$ cat src/rtl/wlq_pkg.sv
// Shared types, widths and helpers for the wide line setup pipeline.
`timescale 1ns / 1ps

package wlq_pkg;

	localparam int CB     = 15;          // coordinate bits
	localparam int ROOT_W = CB + 1;      // integer root of dx^2 + dy^2
	localparam int SQ_W   = 2 * ROOT_W;  // radicand
	localparam int REM_W  = ROOT_W + 3;  // root remainder
	localparam int M_W    = 9;           // m = 2(w-1)
	localparam int Q_W    = 9;           // quotient, never above m
	localparam int NUM_W  = M_W + CB;    // m * |d|
	localparam int A_W    = Q_W + 2;     // signed offset in quarter units
	localparam int IN_W   = ((4 * CB + 8 + 7) / 8) * 8;

	typedef enum logic [1:0] {
		KIND_VEC    = 2'd0,
		KIND_RECT   = 2'd1,
		KIND_QUAD   = 2'd2,
		KIND_REJECT = 2'd3
	} kind_t;

	typedef struct packed {
		kind_t                        kind;
		logic [CB-1:0]                x0;
		logic [CB-1:0]                y0;
		logic [CB-1:0]                x1;
		logic [CB-1:0]                y1;
		logic                         neg;
		logic [3:0][15:0]             pc;
		logic [CB-1:0]                adx;
		logic [CB-1:0]                ady;
		logic [M_W-1:0]               m;
		logic [1:0][2*CB-1:0]         sq;
		logic [1:0][NUM_W-1:0]        num;
		logic [SQ_W-1:0]              rad;
		logic [REM_W-1:0]             rem;
		logic [ROOT_W-1:0]            root;
		logic [1:0][Q_W-1:0]          dlo;
		logic [1:0][ROOT_W-1:0]       drem;
		logic [1:0][Q_W-1:0]          dq;
	} item_t;

	typedef struct packed {
		logic signed [A_W-1:0] main_part;
		logic signed [A_W-1:0] other_part;
	} split_t;

	function automatic logic [31:0] sx32(input logic [CB-1:0] v);
		logic signed [CB-1:0] t;
		t = v;
		return 32'(t);
	endfunction

	// Quarter-unit split: raise on remainder 3, second part one more on remainder 2.
	function automatic split_t split_quarter(input logic signed [A_W-1:0] v);
		split_t s;
		logic signed [A_W-1:0] q;
		q = v >>> 2;
		s.main_part  = q + ((v[1:0] == 2'd3) ? A_W'(1) : A_W'(0));
		s.other_part = s.main_part + ((v[1:0] == 2'd2) ? A_W'(1) : A_W'(0));
		return s;
	endfunction

endpackage

$ cat src/rtl/wlq_sqrt_cell.sv
// One digit of the integer square root: takes two radicand bits, yields one root bit.
`timescale 1ns / 1ps

module wlq_sqrt_cell
	import wlq_pkg::*;
(
	input  logic  clk,
	input  logic  en,
	input  item_t d,
	output item_t q
);

	logic [REM_W-1:0] r2;
	logic [REM_W-1:0] trial;
	item_t            nxt;

	always_comb begin
		r2       = {d.rem[REM_W-3:0], d.rad[SQ_W-1:SQ_W-2]};
		trial    = REM_W'({d.root, 2'b01});
		nxt      = d;
		nxt.rad  = {d.rad[SQ_W-3:0], 2'b00};
		if (r2 >= trial) begin
			nxt.rem  = r2 - trial;
			nxt.root = {d.root[ROOT_W-2:0], 1'b1};
		end else begin
			nxt.rem  = r2;
			nxt.root = {d.root[ROOT_W-2:0], 1'b0};
		end
	end

	always_ff @(posedge clk) begin
		if (en) begin
			q <= nxt;
		end
	end

endmodule

$ cat config.mk
export PLATFORM = sky130hd
export DESIGN_NAME = wlq_sqrt_cell
export DESIGN_NICKNAME = d
export VERILOG_FILES = /design/src/rtl/wlq_pkg.sv /design/src/rtl/wlq_sqrt_cell.sv
export SDC_FILE = /design/constraint.sdc
export NUM_CORES = 1
export LEC_CHECK = 0
export ABC_AREA = 1
export ABC_CLOCK_PERIOD_IN_PS = 6100
export BUFFER_PORTS_ARGS = -buffer_cell sky130_fd_sc_hd__buf_2
export CAP_MARGIN = 0
export CORE_AREA = 2 2 321 323
export DETAILED_ROUTE_END_ITERATION = 10
export DIE_AREA = 0 0 323 325
export PLACE_DENSITY = 0.39
export SETUP_SLACK_MARGIN = 0.15
export SYNTH_ARGS = -nofsm -noshare
export SYNTH_HDL_FRONTEND = slang
export SYNTH_SLANG_ARGS = --single-unit
$ cat constraint.sdc
create_clock -name clk -period 6.1 [get_ports clk]
set_input_delay 1.525 -clock clk [delete_from_list [all_inputs] [get_ports clk]]
set_output_delay 1.525 -clock clk [all_outputs]
set_load 0.02 [all_outputs]
Word-level counts from Yosys, hierarchy flattened
Index checks and enable logic that the tools add are counted. W data, S select, Z words.

Add/sub/neg operators: 1. Magnitude comparators: 1. Muxes and demuxes: 1.

Operator list (number): $mux W35 (1); $ge A19 B18 Y1 (1); $sub A19 B18 Y19 (1).

Register bits after elaboration: 407. Bits of input ports: 411. Output and inout bits: 409.

Logic depth before layout (Yosys ltp)
Depth in word-level cells: 2. Mapped depth: 14. Gate-level depth less buffers: 13.

Worst setup path before layout
OpenSTA, ideal clock, no wires.

Path kind: input-to-reg. Start point: input port d[75] (netlist bit). End point: register q[102] (netlist bit) (data pin). Setup time: 0.254 ns. Data arrival time: 2.739 ns. Required time: 5.846 ns. Path slack: 3.107 ns. Stages on the path: 11. Buffers on the path: 1. Path through: inv_1 -> ha_1 -> nand2_1 -> inv_2 -> a21oi_1 -> nand2_1 -> nand2_1 -> nand4_2 -> inv_2 -> buf_6 -> a21oi_2.

RTL lines: start, declared (RTL line wlq_sqrt_cell.sv:9) `input item_t d,`; end signal, assigned (RTL line wlq_sqrt_cell.sv:33) `q <= nxt;`; end, declared (RTL line wlq_sqrt_cell.sv:10) `output item_t q`.

==> results by group <==
Status
  • Status: finished, final reports clean

Floorplanning
  • I/O pin cnt: 820
  • Initial Util: 13.54%
  • CORE AREA: 101,300 µm²
  • Die span in y: 325 µm
  • Die area: 105,000 µm²
  • Die width: between 300 and 400 µm
  • Row Count: 117

Drt
  • DRT antenna net count: 0
  • Vias: roughly 10,000
  • 1st-pass router iterations: 5
  • Via density: 3.255
  • Drt total wl: 60.23 mm
  • Drt wl/cell: roughly 20 µm
  • Initial DRC count: 490
  • DRC viols: 0

Pwr
  • Internal power: about 5.5 mW
  • Max VDD drop: 186.4 µV
  • Clock share of power: 41.7%
  • P_leak: 9.040 nW
  • Flop pwr share: between 40% and 50%
  • Comb pwr share: 12.6%
  • Switching share of power: 26.87%
  • P_sw: around 2 mW
  • Power per Cell Area: 350.1 nW/µm²

Layout
  • Largest Register: q
  • Largest register FFs: between 400 and 500
  • Layout cells sized above 1: 55.35%
  • Most frequent cells in the layout: buf_2, edfxtp_1, nand2_1
  • Commonest non-fill, non-tap cell in the layout: buf_2
  • Number of standard cells in the final layout excluding fillers: 3,018
  • Area Growth Syn to Fin: 55.32%
  • Largest regs: q x407
  • Nets@finish: 2,023

Clocking
  • CTS Buffer Depth: 3
  • Postcts setup bufs: 0
  • Clk root buf: clkbuf_16
  • Clock Pin Slew Worst Setup and Hold Paths: 0.06 ns
  • CTS tree: done
  • Htree depth: 2
  • Cts bufs inserted: 53
  • # clock sinks: 407
  • Hold buffers post-CTS: 0
  • Cts repair resizes: 0

Critical path
  • Crit end category: flop
  • Startpoint types: input pin
  • CP startpoint: d[73]
  • Worst endpoint required time: approximately 6.5 ns
  • CP arrival: approximately 3.4 ns
  • CP Max Fanout: 21
  • Crit path kind: in2reg

Timing
  • Fin crit share: just under 50%
  • RSZ-0062 raised after global routing: false
  • Worst slew margin: 30.69%
  • Min Tclk post-route: roughly 3 ns
  • Fin. Hold Viols: 0
  • Final setup fails: 0
  • F_max: between 300 and 400 MHz
  • Worst-margin pin slew: between 1 and 1.5 ns
  • Slew Viols, Final: 0
  • Setup TNS: 0 ns

Worst hold path
  • Min-Delay Path Class: in2reg
  • WHS Endpoint: q[397]
  • Hold Path Depth: 1
  • Hold_sp: d[397]

Yosys
  • Top post-synthesis cells by area: edfxtp_1, nand2_1, ha_1
  • Mapped Avg Cell Area: 19.00 µm²
  • Synth Register Bits: approximately 410
  • Mapped Cells: 722
  • Yosys warns: 0
  • Post-synth cell types: 21
  • Yosys top cell area share: about 89%
  • Mapped Area: 13,720 µm²
  • Yosys top cell by area: edfxtp_1
  • Sequential share of the synthesized area: 89.10%

Placed design
  • Dpl cells: 2,907
  • DP Wirelength: 48.03 mm
  • GPL Wtd Cong: 0.8720
  • # port buffers: roughly 820

GRT
  • GRT Total Usage: 10.84%
  • Initial antenna violation count: 41
  • Pin count of the biggest net entering global routing: around 110
  • Global route overflow: 0
  • Vias in the first global route: between 10,000 and 15,000
  • First-pass GRT wire length: 79.26 mm

Run
  • MaxCap Viol Count: 0
==> metrics by stage <==
stage	instance area, µm²	hold slack, ns	power [mW]	util, %	worst slack [ns]
finish	21310	1.057	7.458	21.03	3.087
detailed placement	19550	1.703	4.434	19.30	2.384
global route	21280	1.004	7.784	21.00	2.886
global placement	19550	1.701	4.436	19.30	2.350
floorplan	13720	1.624	3.881	-	3.107
CTS	21270	0.9796	7.647	21.00	3.105
==> worst max path at each step <==
stage          slack (ns)     end  depth (start not counted)
3_3_place_gp         2.35   q[86]                         12
2_1_floorplan        3.11  q[102]                         11
3_5_place_dp         2.38   q[86]                         12
5_1_grt              2.89   q[98]                         13
4_1_cts              3.10   q[97]                         12
6_report             3.09   q[93]                         13
==> power groups by stage <==
stage	Combinational, mW	Sequential (mW)	Clock, mW
floorplan	0.120	3.76	0
global route	1.01	3.44	3.34
global placement	0.964	3.47	0
finish	0.936	3.42	3.11
CTS	0.966	3.42	3.26
detailed placement	0.963	3.47	0
==> cell usage after synthesis <==
master    instances
o21ai_1           2
edfxtp_1        407
inv_1            55
nor2_1           28
nand4_2           1
o21bai_1          2
inv_2             9
ha_1             18
buf_6             1
conb_1            1
a21oi_1          11
nand3b_1          4
xor2_1            7
buf_4             4
a21oi_2           1
nand2_1         143
o21ai_0           2
nor3_1            2
nand3_1          20
xnor2_1           2
nand4_1           2
==> cell type report <==
class / count / area [µm²]
diodes: 13 / 32.53
clock buffers: 66 / 1375
well taps: 1368 / 1712
inverters: 64 / 240.2
fillers: 11050 / 80000
repair buffers: 821 / 4159
clock inverters: 32 / 347.8
multi-input cells: 247 / 1217
flip-flops and latches: 407 / 12220
==> per-layer routing <==
layer / global-route usage [%] / vias up / share of wire [%]
li1: - / 4397 / -
met1: 11.96 / 4750 / 37
met2: 18.71 / 522 / 49
met3: 4.065 / 127 / 10
met4: 4.267 / 28 / 3.5
met5: 0 / - / 0.31
==> cells by family (layout without fill, tap and decap cells) <==
kind of cell	count (synthesis)	after routing	share of synthesized area, %
flip-flops	407	407	89.10
AND/OR/NAND/NOR	200	200	5.883
buffers and inverters	69	983	2.052
adder cells (fa/ha/maj)	18	18	1.642
AO/OA/AOI/OAI	18	18	0.7206
XOR/XNOR	9	9	0.5747
other	1	15	0.02734
==> worst max-delay path: stages <==
cell	delay, ns
buf_2	0.09
inv_1	0.09
ha_1	0.37
nand2_1	0.12
inv_2	0.07
nand2_1	0.08
nor2_1	0.15
nand3_1	0.11
nand4_2	0.10
buf_4	0.27
inv_2	0.22
nand2_1	0.10
nand2_1	0.08
(Power assumes the default switching activity.)
