[src/rtl/wlq_pkg.sv]
// Shared types, widths and helpers for the wide line setup pipeline.
`timescale 1ns / 1ps

package wlq_pkg;

	localparam int CB     = 15;          // coordinate bits
	localparam int ROOT_W = CB + 1;      // integer root of dx^2 + dy^2
	localparam int SQ_W   = 2 * ROOT_W;  // radicand
	localparam int REM_W  = ROOT_W + 3;  // root remainder
	localparam int M_W    = 9;           // m = 2(w-1)
	localparam int Q_W    = 9;           // quotient, never above m
	localparam int NUM_W  = M_W + CB;    // m * |d|
	localparam int A_W    = Q_W + 2;     // signed offset in quarter units
	localparam int IN_W   = ((4 * CB + 8 + 7) / 8) * 8;

	typedef enum logic [1:0] {
		KIND_VEC    = 2'd0,
		KIND_RECT   = 2'd1,
		KIND_QUAD   = 2'd2,
		KIND_REJECT = 2'd3
	} kind_t;

	typedef struct packed {
		kind_t                        kind;
		logic [CB-1:0]                x0;
		logic [CB-1:0]                y0;
		logic [CB-1:0]                x1;
		logic [CB-1:0]                y1;
		logic                         neg;
		logic [3:0][15:0]             pc;
		logic [CB-1:0]                adx;
		logic [CB-1:0]                ady;
		logic [M_W-1:0]               m;
		logic [1:0][2*CB-1:0]         sq;
		logic [1:0][NUM_W-1:0]        num;
		logic [SQ_W-1:0]              rad;
		logic [REM_W-1:0]             rem;
		logic [ROOT_W-1:0]            root;
		logic [1:0][Q_W-1:0]          dlo;
		logic [1:0][ROOT_W-1:0]       drem;
		logic [1:0][Q_W-1:0]          dq;
	} item_t;

	typedef struct packed {
		logic signed [A_W-1:0] main_part;
		logic signed [A_W-1:0] other_part;
	} split_t;

	function automatic logic [31:0] sx32(input logic [CB-1:0] v);
		logic signed [CB-1:0] t;
		t = v;
		return 32'(t);
	endfunction

	// Quarter-unit split: raise on remainder 3, second part one more on remainder 2.
	function automatic split_t split_quarter(input logic signed [A_W-1:0] v);
		split_t s;
		logic signed [A_W-1:0] q;
		q = v >>> 2;
		s.main_part  = q + ((v[1:0] == 2'd3) ? A_W'(1) : A_W'(0));
		s.other_part = s.main_part + ((v[1:0] == 2'd2) ? A_W'(1) : A_W'(0));
		return s;
	endfunction

endpackage

[src/rtl/wlq_div_cell.sv]
// One restoring divide step for both offset lanes, one quotient bit each.
`timescale 1ns / 1ps

module wlq_div_cell
	import wlq_pkg::*;
(
	input  logic  clk,
	input  logic  en,
	input  item_t d,
	output item_t q
);

	logic [1:0][ROOT_W:0]   r;
	logic [1:0]             ge;
	logic [ROOT_W:0]        dv;
	item_t                  nxt;

	always_comb begin
		dv  = (ROOT_W + 1)'(d.root);
		nxt = d;
		for (int k = 0; k < 2; k++) begin
			r[k]  = {d.drem[k], d.dlo[k][Q_W-1]};
			ge[k] = (r[k] >= dv);
			nxt.dlo[k]  = {d.dlo[k][Q_W-2:0], 1'b0};
			nxt.drem[k] = ge[k] ? ROOT_W'(r[k] - dv) : ROOT_W'(r[k]);
			nxt.dq[k]   = {d.dq[k][Q_W-2:0], ge[k]};
		end
	end

	always_ff @(posedge clk) begin
		if (en) begin
			q <= nxt;
		end
	end

endmodule

[config.mk]
export PLATFORM = sky130hd
export DESIGN_NAME = wlq_div_cell
export DESIGN_NICKNAME = d
export VERILOG_FILES = /design/src/rtl/wlq_pkg.sv /design/src/rtl/wlq_div_cell.sv
export SDC_FILE = /design/constraint.sdc
export NUM_CORES = 1
export LEC_CHECK = 0
export ABC_AREA = 0
export BUFFER_PORTS_ARGS = -buffer_cell sky130_fd_sc_hd__buf_2
export CELL_PAD_IN_SITES_DETAIL_PLACEMENT = 1
export CELL_PAD_IN_SITES_GLOBAL_PLACEMENT = 1
export CORE_AREA = 2 2 318 320
export DETAILED_ROUTE_END_ITERATION = 12
export DIE_AREA = 0 0 320 322
export HOLD_SLACK_MARGIN = 0.1
export PLACE_DENSITY_LB_ADDON = 0.1
export SYNTH_ARGS = -nofsm -noshare
export SYNTH_HDL_FRONTEND = slang
export SYNTH_SLANG_ARGS = --single-unit
[constraint.sdc]
create_clock -name clk -period 4.83 [get_ports clk]
set_input_delay 0 -clock clk [delete_from_list [all_inputs] [get_ports clk]]
set_output_delay 0 -clock clk [all_outputs]
set_load 0.01 [all_outputs]
==> results of run 1 <==
==> cells in the mapped netlist, drive strengths merged (4+ instances only) <==
cell / instances / area share
a211oi: 5 / 0.0026
a21o: 9 / 0.0051
a21oi: 22 / 0.0078
buf: 6 / 0.0049
edfxtp: 407 / 0.84
ha: 32 / 0.027
inv: 29 / 0.0076
mux2: 23 / 0.022
nand2: 19 / 0.0054
nand2b: 5 / 0.0023
nand3: 9 / 0.0031
nand4: 6 / 0.0030
nor2: 18 / 0.0046
nor2b: 5 / 0.0021
nor3: 6 / 0.0021
o211ai: 7 / 0.0036
o21a: 10 / 0.0051
o21ai: 15 / 0.0051
o31ai: 6 / 0.0034
or3: 4 / 0.0017
xnor2: 12 / 0.0072
xor2: 5 / 0.0030
==> metrics by stage <==
stage / area (um^2) / setup slack [ns] / hold WS, ns / std cells / utilization
2_1_floorplan: 14600 / 2.72 / 0.0989 / 714 / -
3_3_place_gp: 20300 / 1.92 / 0.177 / 2822 / 0.204
3_5_place_dp: 20300 / 1.89 / 0.178 / 2822 / 0.204
==> kinds of logic after synthesis <==
logic type	after synthesis	share of synthesized area
compound gates	102	0.0515
flops	407	0.838
buf+inv	37	0.0132
fa+ha+maj	34	0.0302
mux	26	0.0237
simple gates	89	0.0334
other cells	1	0.000257
xor+xnor	17	0.0102
==> impl_metrics.ini, run 1 <==
[yosys]
synthesis.area_per_instance_um2 = 20.5
sequential_cell_area_fraction_in_the_yosys_report = 0.838
syn-instance-count = 713
ys.warnings.count = 0
ys_types = 69
syn_area_mm2 = 0.0146
synth_async_sr_flop_share = 0
synth_flop_cell = edfxtp_1
yosys_register_bits = 407
edff_count_synth = 407

[clock_tree]
post_cts.resized_instances = 0
postCtsHoldBufs = 585
clk_root_buffer_cell = clkbuf_16
post-cts-setup-buffer-count = 0
cts_buf_count = 54
clock_path_buffers = 3
cts.sinks = 407
htreeDepth = 2

[floorplanning]
start_util = 0.147
core_rows = 116
io_pins = 820
dieWidth_um = 320
die_height_um = 322

[place]
hpwlAfterDp_um = 55700
number_of_buffers_added_on_ports = 815
routabilityCongestion = 0.794

[run_status]
run_status = aborted with a tool error
failing_step = 4_1_cts
flow.first_error = [ERROR RSZ-0060] Max buffer count reached.
==> run 2: changes to the inputs <==
CELL_PAD_IN_SITES_DETAIL_PLACEMENT = not set   (was 1)
CELL_PAD_IN_SITES_GLOBAL_PLACEMENT = not set   (was 1)
CORE_AREA = 2 2 319 321   (was 2 2 318 320)
DIE_AREA = 0 0 321 323   (was 0 0 320 322)
HOLD_SLACK_MARGIN = not set   (was 0.1)
PLACE_DENSITY_LB_ADDON = 0.15   (was 0.1)
==> impl_metrics.ini, run 2 <==
[worst_setup_path]
worstSetupEndpoint = q[49]
cpMostUsedCell = dlygate4sd3_1
worstSetupStartpoint = d[78]
slowest_delay_ns = 0.58
largest_driver_fanout_on_the_critical_path = 7
critPathBufInv = 4
timing.critical_path.arrival_ns = 3.29
timing.critical_path.max_delay_family = buffers and inverters
cp_data_required_time_ns = 5.30
worst-path-stages = 11
cp-start-kind = input port
timing.critical_path.cells = dlygate4sd3_1, buf_2, inv_1, ha_1, a21oi_1, o21a_1, o41ai_4, o311a_1, or4bb_1, o311ai_1, dlygate4sd3_1
timing.critical_path.slowest_stage_cell = dlygate4sd3_1
worstSetupPathType = in -> reg
timing.critical_path.to_type = flop

[floorplanning]
start_util = 0.145
dieWidth_um = 321
die_height_um = 323
io_pins = 820
core_rows = 117
core_mm2 = 0.101
die_area_mm2 = 0.104

[clock_tree]
clk_root_buffer_cell = clkbuf_16
cts_tree = yes
cts.sinks = 407
htreeDepth = 2
clock_path_buffers = 3
cts_buf_count = 52
clk_pin_slew_worst_paths_ns = 0.06

[power_and_ir_drop]
pleak_uw = 0.0109
power.share.clock = 0.407
share_seq_of_total_power = 0.445
power_density_mw_per_mm2 = 371
cell_internal_pwr_uw = 7310
ir_drop_mv = 0.223
total_switching_power_uw = 2410
comb_power_share = 0.148
power.switching_fraction = 0.248

[yosys]
post-synth-top-area-cell = edfxtp_1
synth_async_sr_flop_share = 0
edff_count_synth = 407
yosys-top-cells-area = edfxtp_1 84%, ha_1 2.7%, mux2_4 1.5%
sequential_cell_area_fraction_in_the_yosys_report = 0.838
synthesis.area_per_instance_um2 = 20.5
synth_most_common_cell = edfxtp_1
syn-instance-count = 713
netlist_top_cells_count = 407 x edfxtp_1, 32 x ha_1, 28 x inv_1
synth_flop_cell = edfxtp_1
yosys.area.top_type_share = 0.838
yosys_register_bits = 407
syn_area_mm2 = 0.0146
ys.warnings.count = 0
ys_types = 69

[global_routing]
grt_pass1_vias = 12200
busiest_layer = met2
overflow_after_grt = 0
grt_antenna_before_repair = 20
grt_use_total = 0.116
grt_util_met3 = 0.0428
grt_pass1_wl_um = 86100
pin_count_of_the_biggest_net_entering_global_routing = 97
grt_util_met1 = 0.128
grtUsageMet2 = 0.201

[place]
routabilityCongestion = 0.788
hpwlAfterDp_um = 49400
number_of_buffers_added_on_ports = 815

[sta]
max_clock_freq_mhz = 355
fin_crit_sh = 0.584
setup_total_negative_slack_ns = 0
whs_ns = 0.0918
setup_violations = 0
report.final.slew_viol_count = 0
timing.final.crit_period_ns = 2.82
worst_pin_slew_ns = 0.837
timing.final.hold_violations = 0
rsz0062_at_grt = no
maxSlewHeadroom = 0.442

[detailed_routing]
routed_wirelength_um = 63800
detail-route-antenna-nets = 0
ratio_of_routed_vias_to_standard_cells = 3.48
drtPass1Iterations = 4
initialDrtViolationCount = 529
avgRoutedWirePerCell_um = 19.1
total_number_of_vias = 11600
drc_errors = 0

[final_layout]
largest_reg_flops = 407
area_of_combinational_cells_with_multiple_inputs_mm2 = 0.00218
layout.area.seq_mm2 = 0.0122
largestRegisters = q (407)
post_route_cells_drive_above_1_share = 0.459
nets = 2437
largest-register = q
nFillCells = 10700
commonest_non_fill_non_tap_cell_in_the_layout = buf_2
syn2layout_area_growth_pct = 79.3
final_cell_mix = 814 x buf_2, 412 x dlygate4sd3_1, 407 x edfxtp_1

[worst_hold_path]
worst_hold_path_type = in -> reg

[run_status]
run_status = finished clean

[run]
maxCapViolations = 0
run 2: layout make-up:
type,instances,share of cell area
tap,1309,0.0626
inverter,29,0.00426
sequential,407,0.467
timing repair buffer,1232,0.316
clock buffer,60,0.0517
multi-input combinational,270,0.0834
antenna,9,0.000861
clock inverter,32,0.0138
run 2: metrics by stage:
stage               setup WS [ns]  power, uW  instances  utilization  cell area [um^2]
floorplan                    2.72       4850        714            -             14600
global placement             2.02       5580       2835        0.202             20300
detailed placement           2.04       5570       2835        0.202             20300
CTS                          1.99       9940       3339        0.260             26100
global route                 1.84      10200       3344        0.260             26200
finish                       2.01       9710       3348        0.260             26200
run 2: power by group through the flow:
stage / registers [uW] / clock network [uW] / logic, uW
2_1_floorplan: 4550 / 0 / 293
3_3_place_gp: 4390 / 0 / 1190
3_5_place_dp: 4390 / 0 / 1180
4_1_cts: 4320 / 4140 / 1480
5_1_grt: 4350 / 4250 / 1560
6_report: 4320 / 3950 / 1440
run 2: worst min path at each step:
| stage | start | to | slack [ns] | cells past startpoint |
|---|---|---|---|---|
| finish | d[86] | q[86] | 0.09 | 2 |
| global route | d[53] | q[54] | 0.04 | 2 |
| CTS | d[324] | q[324] | 0.02 | 2 |
| detailed placement | d[55] | q[56] | 0.18 | 1 |
| global placement | d[324] | q[324] | 0.18 | 1 |
| floorplan | d[100] | q[100] | 0.1 | 0 |
run 2: kinds of logic (layout without fill, tap and decap cells):
logic type	Yosys count	in the layout	share of synthesized area
flip-flops	407	407	0.838
AO/OA/AOI/OAI	102	102	0.0515
AND/OR/NAND/NOR	89	89	0.0334
buffers and inverters	37	1353	0.0132
adder cells (fa/ha/maj)	34	34	0.0302
multiplexers	26	26	0.0237
XOR/XNOR	17	17	0.0102
other	1	11	0.000257
run 2: layer usage:
layer	part of all wire	wire length (um)	vias up
met1	0.38	24400	5639
li1	-	-	5414
met5	0.0021	135	-
met4	0.037	2370	22
met3	0.081	5160	115
met2	0.50	31800	457
run 2: timing repair:
item,4_1_cts,5_1_grt
hold buffers,412,0
resized for setup,0,0
hold endpoints to repair,496,0
setup buffers,0,0
Power figures use the tool's default switching activity.
